===== src/sv/scvs_ram.sv =====
// ----------------------------------------------------------------------------
// scvs_ram
// Generic simple dual-port RAM: one write port, one read port, registered read.
// ----------------------------------------------------------------------------
`default_nettype none

module scvs_ram #(
	parameter int WIDTH = 8,
	parameter int DEPTH = 16
) (
	input  wire                      clk,
	input  wire                      we,
	input  wire [$clog2(DEPTH)-1:0]  waddr,
	input  wire [WIDTH-1:0]          wdata,
	input  wire [$clog2(DEPTH)-1:0]  raddr,
	output logic [WIDTH-1:0]         rdata
);

	logic [WIDTH-1:0] mem_q [DEPTH];

	always_ff @(posedge clk) begin
		if (we) begin
			mem_q[waddr] <= wdata;
		end
		rdata <= mem_q[raddr];
	end

endmodule

`default_nettype wire


===== config.mk =====
export PLATFORM = sky130hd
export DESIGN_NAME = scvs_ram
export DESIGN_NICKNAME = d
export VERILOG_FILES = /design/src/sv/scvs_ram.sv
export SDC_FILE = /design/constraint.sdc
export NUM_CORES = 1
export LEC_CHECK = 0
export BUFFER_PORTS_ARGS = -buffer_cell sky130_fd_sc_hd__buf_2
export CELL_PAD_IN_SITES_DETAIL_PLACEMENT = 1
export CELL_PAD_IN_SITES_GLOBAL_PLACEMENT = 1
export CORE_MARGIN = 5
export CORE_UTILIZATION = 53
export CTS_CLUSTER_DIAMETER = 100
export DETAILED_ROUTE_END_ITERATION = 8
export GPL_TIMING_DRIVEN = 0
export PLACE_DENSITY_LB_ADDON = 0.1
export SYNTH_ARGS = -nofsm -noshare
export SYNTH_HDL_FRONTEND = slang
export SYNTH_SLANG_ARGS = --single-unit
export TNS_END_PERCENT = 100

===== constraint.sdc =====
create_clock -name clk -period 2.4 [get_ports clk]
set_input_delay 0.36 -clock clk [delete_from_list [all_inputs] [get_ports clk]]
set_output_delay 0.36 -clock clk [all_outputs]
set_load 0.05 [all_outputs]

Word level (Yosys, flattened, before mapping)
Memory sizes are Yosys's and may differ from the RTL's. A register that Yosys moved wholly into a read port is not among the register bits.
Index checks and enable logic that the tools add are counted.
- register bits after elaboration: 0
- bits in writable memories: 128
- input port bits: 18
- output and inout port bits: 8
- word-level logic and storage cells: 3
- memories kept: 1
- memory list (name ; depth ; width ; read ports ; clocked after memory_dff ; write ports ; RTL line ; text):
    mem_q ; 16 ; 8 ; 1 ; 1 ; 1 ; 19 ; logic [WIDTH-1:0] mem_q [DEPTH];
- mux-type cells: 2
- operators with widths (cell ; number):
    1-bit 2-to-1 mux ; 2

Depth between registers and ports, before layout
- depth after elaboration: 2
- gate-level depth with buffers: 5
- gate-level depth less buffers: 3

Worst setup path after synthesis
OpenSTA, ideal clock, no wires.
- kind: in2reg
- start point: input waddr[2]
- end point: memory mem_q[0][0] (enable)
- setup time: 383 ps
- arrival time: 1470 ps
- data required time: 2017 ps
- path slack: 547 ps
- stages on the path: 2
- path buffers: 0
- cell sequence: or3b_2 -> nor3_1
- RTL lines (element ; RTL line ; text):
    start: declaration ; 13 ; input wire [$clog2(DEPTH)-1:0] waddr,
    end: declaration ; 19 ;
Straight into the memory's write port.

Final worst setup path
- start point: input waddr[2]
- end point: memory mem_q[0][3] (enable)
Straight into the memory's write port.

==> flow_summary_export.csv <==
group,metric,value,unit
run_status,status,"complete, no violations",
sta,fin_skew,0.006298,ns
routing,dr.first_iter.drc_count,169,
die,io_pins,26,
power_and_ir_drop,intPower,4.369,mW
sta,timing.final.crit_share,78.81,%
power_and_ir_drop,power.leakage,2.030,nW
routing,drt-total-wl,10.47,mm
sta,worst_pin_slew,1.276,ns
sta,setup_ws,0.5086,ns
logic_synthesis,synth_nets,247,
logic_synthesis,yosysTopAreaCell,"edfxtp_1",
die,row_count,36,
logic_synthesis,postSynthCellCount,229,
sta,max_freq,0.5287,GHz
finish,final_common_cell,"edfxtp_1",
die,initial_core_util,53.40,%
finish,final_cell_mix,"edfxtp_1, buf_2, mux4_2",
logic_synthesis,syn_area,5147,sq um
finish,area.growth.synth_to_final,16.99,%
sta,finalHoldViolations,0,
logic_synthesis,synth_top_area_share,74.67,%
routing,drc,0,
finish,fin_area,6022,sq um
finish,n_antenna_cell,0,
sta,maxSlewHeadroom,14.28,%
place,io_buffers,24,
logic_synthesis,synthFlopType,"edfxtp_1",
sta,layout_min_cycle_time,1.891,ns
global_routing,grtUsageTotal,19.93,%
cts,clockRootBuffer,"clkbuf_8",
die,die_area,11780,sq um
routing,ant_nets,0,
global_routing,grt_pass1_vias,2586,
logic_synthesis,ys_ff_latch,136,
routing,vias,2411,
die,core,9639,sq um
finish,drive_above_1_share,29.47,%
cts,hold_buffers,0,
place,dp_slack,-0.02999,ns
routing,wl_per_cell,25.05,um
logic_synthesis,async_flop_share,0,%
finish,nets,290,
die,chipWidth,108.6,um
power_and_ir_drop,p_per_area,910.5,nW/um^2
logic_synthesis,yosysWarnings,0,
place,place_hpwl,6.663,mm
power_and_ir_drop,combPwrFrac,5.7,%
cts,cts_made_buffers,17,
cts,clockBufferDepth,2,
setup_path,cp_max_fo,8,
sta,rsz0062_at_grt,"false",
power_and_ir_drop,switching_power,1.114,mW
global_routing,antenna_found_initial,0,
logic_synthesis,syn_area_per_cell,22.48,sq um
place,place_congestion,0.7259,
logic_synthesis,ys_seq_area_share,77.78,%
setup_path,critPathLaunchType,"primary input",
setup_path,cp.required,2.52,ns
routing,viasPerCell,5.768,
routing,dr.pass1.iters,4,
die,dieHeight,108.6,um
cts,cts_setup_buffers,0,
power_and_ir_drop,power_frac_clock,45.6,%
power_and_ir_drop,p_sw_share,20.32,%
logic_synthesis,synth.distinct_cells,19,
power_and_ir_drop,seqPwrFrac,48.7,%
setup_path,cp_data_arrival_time,2.02,ns
finish,post-route-util,62.47,%
run,maxCapViolCount,0,
cts,cts.repair.resized,0,
global_routing,grt_max_degree,17,
cts,insertion_delay,0.52,ns
logic_synthesis,synth_area_leaders,"edfxtp_1, mux4_2, mux4_1",
power_and_ir_drop,ir_worst_vdd,448.9,uV
logic_synthesis,synth_edf_count,128,
cts,cts_tree,"built",
sta,hold-worst-slack,0.2545,ns
place,dpl-instance-area,5434,sq um
sta,setup_viol,0,
setup_path,end_kind,"flip-flop",
worst_hold_path,min_path_type,"in -> reg",
cts,cts_sinks,136,
global_routing,grt_pass1_wl,15.91,mm
sta,final_max_slew_viol_count,0,
global_routing,gr-total-overflow,0,
setup_path,worst-setup-path-type,"in -> reg",
cts,htree_levels,4,
setup_path,reg2reg_slack,0.98,ns
cts,clkTransAtPathRegs,0.06,ns
## synthesized netlist by cell type, types with 2 or more instances
cell type and number:
nor2_1 13, dfxtp_1 8, mux4_1 14, a22oi_1 16, buf_2 3, mux4_2 18, buf_6 3, nand2b_1 2
nor3_1 4, nand2_1 9, edfxtp_1 128, clkdlybuf4s25_2 3, nand3b_1 2
## worst paths after layout
path / cells past startpoint / endpoint / start
setup / recovery: 3 / mem_q[0][3] / waddr[2]
hold / removal: 1 / mem_q[5][4] / wdata[4]
setup reg to reg: 3 / rdata[3] / mem_q[5][3]
hold reg to reg: 3 / rdata[1] / mem_q[11][1]
## metrics by stage
| step | power (mW) | std cells | setup TNS (ns) |
|---|---|---|---|
| floorplan | 2.907 | 229 | 0 |
| detailed placement | 3.031 | 386 | -0.2374 |
| finish | 5.483 | 418 | 0 |
| global placement | 3.017 | 386 | -0.4376 |
| CTS | 5.523 | 418 | 0 |
| global route | 5.674 | 418 | 0 |
## critical path, stage by stage
cell    delay, ns
buf_2        0.12
or3b_2       0.54
nor3_1       0.99
## power by group through the flow
stage	combinational [mW]	sequential (mW)	clock (mW)
3_5_place_dp	0.312	2.72	0
2_1_floorplan	0.135	2.77	0
6_report	0.310	2.67	2.50
4_1_cts	0.314	2.67	2.54
5_1_grt	0.329	2.67	2.67
3_3_place_gp	0.304	2.71	0
## registers in the layout, indices dropped and copies added (netlist names)
signal,cells
mem_q,128
rdata,8
## metal layers
| layer | GRT usage (%) | wire [um] | up-vias |
|---|---|---|---|
| met5 | 0 | 0 | - |
| li1 | - | - | 1061 |
| met1 | 26.97 | 4568 | 1261 |
| met3 | 5.970 | 564 | 12 |
| met4 | 7.124 | 138 | 0 |
| met2 | 31.02 | 5200 | 77 |
## logic make-up after synthesis
family                 count (synthesis)  synth area share (%)
DFF                                  136                 77.78
and+or+nand+nor                       35                 3.184
muxes                                 32                 15.02
AOI/OAI and AO/OA                     16                 2.334
buffers and inverters                 10                 1.677
## area by class of cell
cell class / instances / area [sq um]
flip-flops and latches: 136 / 4004
clock buffers: 24 / 490.5
well taps: 133 / 166.4
plain buffers: 10 / 86.33
multi-input cells: 83 / 1062
clock inverters: 8 / 92.59
repair buffers: 24 / 120.1
fillers: 818 / 3617
Power figures use the tool's default switching activity.
