<file path="config.mk">
export PLATFORM = sky130hd
export DESIGN_NAME = scvs_entry_eval
export DESIGN_NICKNAME = d
export VERILOG_FILES = /design/src/sv/scvs_pkg.sv /design/src/sv/scvs_entry_eval.sv
export SDC_FILE = /design/constraint.sdc
export NUM_CORES = 1
export LEC_CHECK = 0
export BUFFER_PORTS_ARGS = -buffer_cell sky130_fd_sc_hd__buf_2
export CORE_MARGIN = 5
export CORE_UTILIZATION = 36
export DETAILED_ROUTE_END_ITERATION = 6
export GPL_TIMING_DRIVEN = 0
export PLACE_DENSITY = 0.84
export RECOVER_POWER = 100
export SLEW_MARGIN = 30
export SYNTH_ARGS = -nofsm -noshare
export SYNTH_HDL_FRONTEND = slang
export SYNTH_SLANG_ARGS = --single-unit
</file>
<file path="constraint.sdc">
create_clock -name vclk -period 2.5
set_input_delay 0.5 -clock vclk [all_inputs]
set_output_delay 0.5 -clock vclk [all_outputs]
set_load 0.05 [all_outputs]
</file>
<file path="src/sv/scvs_pkg.sv">
// ----------------------------------------------------------------------------
// scvs_pkg
// Shared types and codes for the second-chance victim selection block.
// ----------------------------------------------------------------------------
`default_nettype none

package scvs_pkg;

	// item kinds (input tuser bit 0)
	localparam logic OP_ALLOC = 1'b0;
	localparam logic OP_WRITE = 1'b1;

	// result status codes
	localparam logic [1:0] ST_OK          = 2'd0;
	localparam logic [1:0] ST_POOL_EMPTY  = 2'd1;
	localparam logic [1:0] ST_NO_UNFIXED  = 2'd2;
	localparam logic [1:0] ST_UNSUPPORTED = 2'd3;

	// configuration register indexes
	localparam logic [1:0] CFG_PAGE_SIZE  = 2'd0;
	localparam logic [1:0] CFG_TRAIN_SIZE = 2'd1;
	localparam logic [1:0] CFG_BULK_FLUSH = 2'd2;

	localparam int SIZE_W     = 9;
	localparam int SIZE_RESET = 256;
	localparam int IN_DATA_W  = 24;
	localparam int IN_USER_W  = 2;
	localparam int OUT_DATA_W = 16;

	// one buffer entry as held in the entry RAM
	typedef struct packed {
		logic [7:0] fix;
		logic       refer;
		logic       dirty;
		logic       valid;
	} entry_t;

	localparam int ENTRY_W = $bits(entry_t);

	// decision of the entry evaluator for the entry under the hand
	typedef struct packed {
		logic   unfixed;
		logic   found;
		logic   wr_back;
		entry_t wr_word;
		logic   flush;
		logic   del;
	} eval_t;

endpackage

`default_nettype wire

</file>
<file path="src/sv/scvs_entry_eval.sv">
// ----------------------------------------------------------------------------
// scvs_entry_eval
// Shared per-entry unit: second-chance decision and clock hand advance.
// ----------------------------------------------------------------------------
`default_nettype none

module scvs_entry_eval #(
	parameter int IW = 8,
	parameter int NW = 9
) (
	input  scvs_pkg::entry_t word,
	input  wire [IW-1:0]     v,
	input  wire [NW-1:0]     n,
	output scvs_pkg::eval_t  res,
	output logic [IW-1:0]    next_v
);

	logic [NW-1:0] inc;

	always_comb begin
		res.unfixed = (word.fix == 8'd0);
		res.found   = res.unfixed && !word.refer;
		// unfixed entries always get their reference bit cleared
		res.wr_back = res.unfixed;
		res.wr_word.fix   = word.fix;
		res.wr_word.refer = 1'b0;
		res.wr_word.dirty = res.found ? 1'b0 : word.dirty;
		res.wr_word.valid = res.found ? 1'b0 : word.valid;
		res.flush = word.valid & word.dirty;
		res.del   = word.valid;
	end

	assign inc    = NW'(v) + NW'(1);
	assign next_v = (inc == n) ? '0 : IW'(inc);

endmodule

`default_nettype wire

</file>
== After elaboration in Yosys (flattened, before gate mapping) ==
Index checks and enable logic that the tools add are counted.

* Register bits: 0
* Output and inout bits: 24
* Logic and storage cells: 9

* Add/sub/neg operators: 1
* Eq/ne operators: 1
* Multiplexer cells: 3
* Bitwise gates (word level): 1
* Reductions and logical operators: 3

{| class="wikitable"
|+ Operators with widths
! kind !! number
|-
| $add 8x1->9 const B || 1
|-
| $eq 9x9->1 || 1
|-
| $logic_not 8->1 || 1
|-
| $mux 8 || 1
|-
| $mux 1 || 2
|-
| $and 1x1->1 || 1
|-
| $logic_and 1x1->1 || 1
|-
| $logic_not 1->1 || 1
|}

== Longest topological paths before layout ==
* Depth in word-level cells: 3
* Depth in mapped cells: 6
* Gate-level depth less buffers: 6

== Worst setup path before layout ==
Ideal clock, no wire load.

* Path kind: input-to-output
* Start: in word[8] in the netlist's numbering
* End: out res[2] in the netlist's numbering
* Data arrival time: 2.801 ns
* Setup slack: -0.801 ns
* Stages: 3
* Path through: or4_1 -> nor3_1 -> nor2b_1

{| class="wikitable"
|+ RTL lines
! item !! RTL line !! source
|-
| from (decl) || scvs_entry_eval.sv:11 || <nowiki>input scvs_pkg::entry_t word,</nowiki>
|-
| to (decl) || scvs_entry_eval.sv:14 || <nowiki>output scvs_pkg::eval_t res,</nowiki>
|}

== Worst setup path after layout ==
* Start: in v[0]
* End: out next_v[6]

* Word-level cells in the longest chain between the ends: 3

{| class="wikitable"
|+ RTL lines
! item !! RTL line !! source
|-
| from (decl) || scvs_entry_eval.sv:12 || <nowiki>input wire [IW-1:0] v,</nowiki>
|-
| $add 8x1->9 * || scvs_entry_eval.sv:33 || <nowiki>assign inc = NW'(v) + NW'(1);</nowiki>
|-
| $eq 9x9->1 || scvs_entry_eval.sv:34 || <nowiki>assign next_v = (inc == n) ? '0 : IW'(inc);</nowiki>
|-
| $mux 8 * || scvs_entry_eval.sv:34 ||
|-
| to (decl) || scvs_entry_eval.sv:15 || <nowiki>output logic [IW-1:0] next_v</nowiki>
|}

Every way passes the cells marked *; elsewhere a longest branch is shown, timed or not.

==> results.py <==
metrics = {
    "outcome": {
        "status": "finished with violations",
        "failed_checks": "negative setup slack",
    },
    "timing": {
        "fin_tns_setup_ns": -1.08,
        "drv_slew": 0,
        "max_freq_mhz": 378,
        "max_slew_margin": 0.600,
        "finalSetupViolCount": 8,
        "min_period_ns": 2.65,
        "rsz0062_at_grt": "true",
        "hold_viol": 0,
        "tightest_slew_ns": 0.602,
        "period_share": 1.06,
        "fin_ws_ns": -0.148,
    },
    "placed_design": {
        "dp_hpwl_um": 1280,
        "port-buffer-count": 51,
        "place_ws_ns": -0.390,
        "dp.cells": 130,
        "placed_area_sq_um": 772,
        "gp_congestion": 0.731,
    },
    "floorplan": {
        "core_area_sq_mm": 0.00127,
        "row_count": 13,
        "dieArea_sq_mm": 0.00214,
        "die_h_um": 46.2,
        "start_util": 0.373,
        "die_x_um": 46.2,
        "pin_count": 52,
    },
    "power": {
        "ir_worst_vdd_uv": 197,
        "power_leakage_uw": 0.000445,
        "p_switching_uw": 146,
        "p_comb_frac": 1.000,
        "seq_power_share": 0,
        "powerDensity_mw_per_mm2": 251,
        "p_clk_frac": 0,
        "p_int_uw": 107,
        "netSwitchingFraction": 0.577,
    },
    "layout": {
        "drive_gt1_frac": 0.618,
        "syn_to_final_growth_pct": 113,
        "nClkBuffers": 0,
        "antenna_cells": 0,
        "multiInputGateArea_sq_um": 493,
        "fin_util": 0.795,
        "final_nets": 154,
        "regArea_sq_um": 0,
        "fin_cells": 138,
        "seq_cells": 0,
        "nFillCells": 90,
        "final_cell_area_sq_mm": 0.00101,
    },
    "detailed_routing": {
        "wl_um": 2080,
        "num_vias": 694,
        "drt_iter0_drc": 20,
        "ant_nets": 0,
        "wl_per_cell_um": 15.1,
        "via_per_inst": 5.03,
        "drc": 0,
        "first_pass_iters": 4,
    },
    "worst_setup_path": {
        "worstPathRequired_ns": 2.00,
        "critPathLaunchType": "primary input",
        "crit_fanout": 7,
        "crit_chain": "buf_12 > nand2_8 > o21a_1 > or4_4 > a2111oi_4 > buf_6 > nor2_2 > buf_6",
        "path_buf_inv": 3,
        "crit_slowest_cell": "or4_4",
        "worstSetupEndpointType": "output pin",
        "crit_type": "in2out",
        "crit_family": "simple AND/OR/NAND/NOR gates",
        "cpPeakStageDelay_ns": 0.54,
        "crit_path_frequent_cell": "buf_6",
        "crit_arrival_ns": 2.15,
    },
    "synth": {
        "synth_top_cell_by_area": "buf_4",
        "syn_nets": 93,
        "ys_types": 24,
        "synth.top_cell.area_share": 0.175,
        "synth_warnings": 0,
        "avgSynthCellArea_sq_um": 7.39,
        "synth_area_leaders": "buf_4, xnor2_1, xor2_1, nor2_1, a2111oi_4",
        "synth-seq-area-share": 0,
        "synth_cells": 64,
        "synth_area_sq_um": 473,
    },
    "hold_path": {
        "hp-class": "in2out",
        "min_path_cells": 3,
        "worstHoldStart": "v[0]",
        "hold_end": "next_v[0]",
    },
    "grt": {
        "track_usage": 0.178,
        "grt_pass1_wl_um": 2870,
        "antenna_found_initial": 0,
        "grt_overflow_total": 0,
        "grt_max_degree": 8,
        "grt_pass1_vias": 681,
    },
    "job": {
        "drv_cap": 0,
    },
    "cts": {
        "hold_buffers": 0,
    },
}
per-layer routing:
| metal | vias to the layer above | global-route usage | routed length, um |
|---|---|---|---|
| li1 | 332 | - | - |
| met1 | 293 | 0.197 | 709 |
| met2 | 65 | 0.335 | 992 |
| met3 | 4 | 0.0391 | 354 |
| met4 | 0 | 0.0398 | 26 |
| met5 | - | 0 | 0 |
worst max path at each step:
stage / start / endpoint / slack (ns) / cells past startpoint
final: v[0] / next_v[6] / -0.15 / 8
after global routing: v[0] / next_v[6] / -0.22 / 9
after CTS: v[4] / next_v[4] / -0.17 / 8
after detailed placement: v[0] / next_v[5] / -0.39 / 7
after global placement: v[0] / next_v[5] / -0.37 / 7
after floorplan: v[1] / next_v[5] / -0.13 / 5
layout make-up:
cell class | count | share of cell area
Buffer | 11 | 0.0819
Multi-Input combinational cell | 53 | 0.489
Timing Repair Buffer | 59 | 0.411
Tap cell | 15 | 0.0186
synth_stat cells, drive strengths merged, types with 2 or more instances:
library cell,number
buf,11
nand2,2
nand3,5
nand4,2
nor2,8
nor2b,3
nor3,3
or4,3
xnor2,8
xor2,7
stage by stage:
step / power (uW) / hold slack [ns]
finish: 253 / 1.29
global route: 267 / 1.30
CTS: 228 / 1.30
detailed placement: 196 / 1.35
global placement: 194 / 1.34
floorplan: 141 / 1.07
worst min-delay path: cells and delay by family:
family                 cells  cell delay, ns
buffers and inverters      2            0.24
and+or+nand+nor            1            0.04
layout by cell type (no fill, tap or decap), types with 2 or more instances in the layout:
| cell type | instances |
|---|---|
| buf_2 | 24 |
| buf_4 | 19 |
| clkbuf_1 | 11 |
| xor2_1 | 7 |
| xnor2_1 | 6 |
| buf_8 | 6 |
| buf_6 | 6 |
| nor2_2 | 5 |
| nand3_1 | 4 |
| nor3_1 | 3 |
| clkbuf_2 | 3 |
| nand4_1 | 2 |
| nor2_4 | 2 |
| or4_1 | 2 |
| nor2b_1 | 2 |
power groups by stage:
| stage | Sequential [uW] | Combinational (uW) | Clock, uW |
|---|---|---|---|
| 3_5_place_dp | 0 | 196 | 0 |
| 3_3_place_gp | 0 | 194 | 0 |
| 5_1_grt | 0 | 267 | 0 |
| 6_report | 0 | 253 | 0 |
| 4_1_cts | 0 | 228 | 0 |
| 2_1_floorplan | 0 | 141 | 0 |
kinds of logic (layout without fill, tap and decap cells):
family	after synthesis	after routing	share of synthesized area
simple gates	29	29	0.336
xor+xnor	16	16	0.328
buf+inv	11	70	0.175
compound gates	6	6	0.127
fa+ha+maj	1	1	0.0265
other cells	1	1	0.00793
repair_timing:
item,CTS,global route
gates resized for setup,36,17
buffers inserted,5,3
pin swaps,6,10
setup endpoints to repair,8,8
Note: power is estimated with default switching activity, not from simulation.
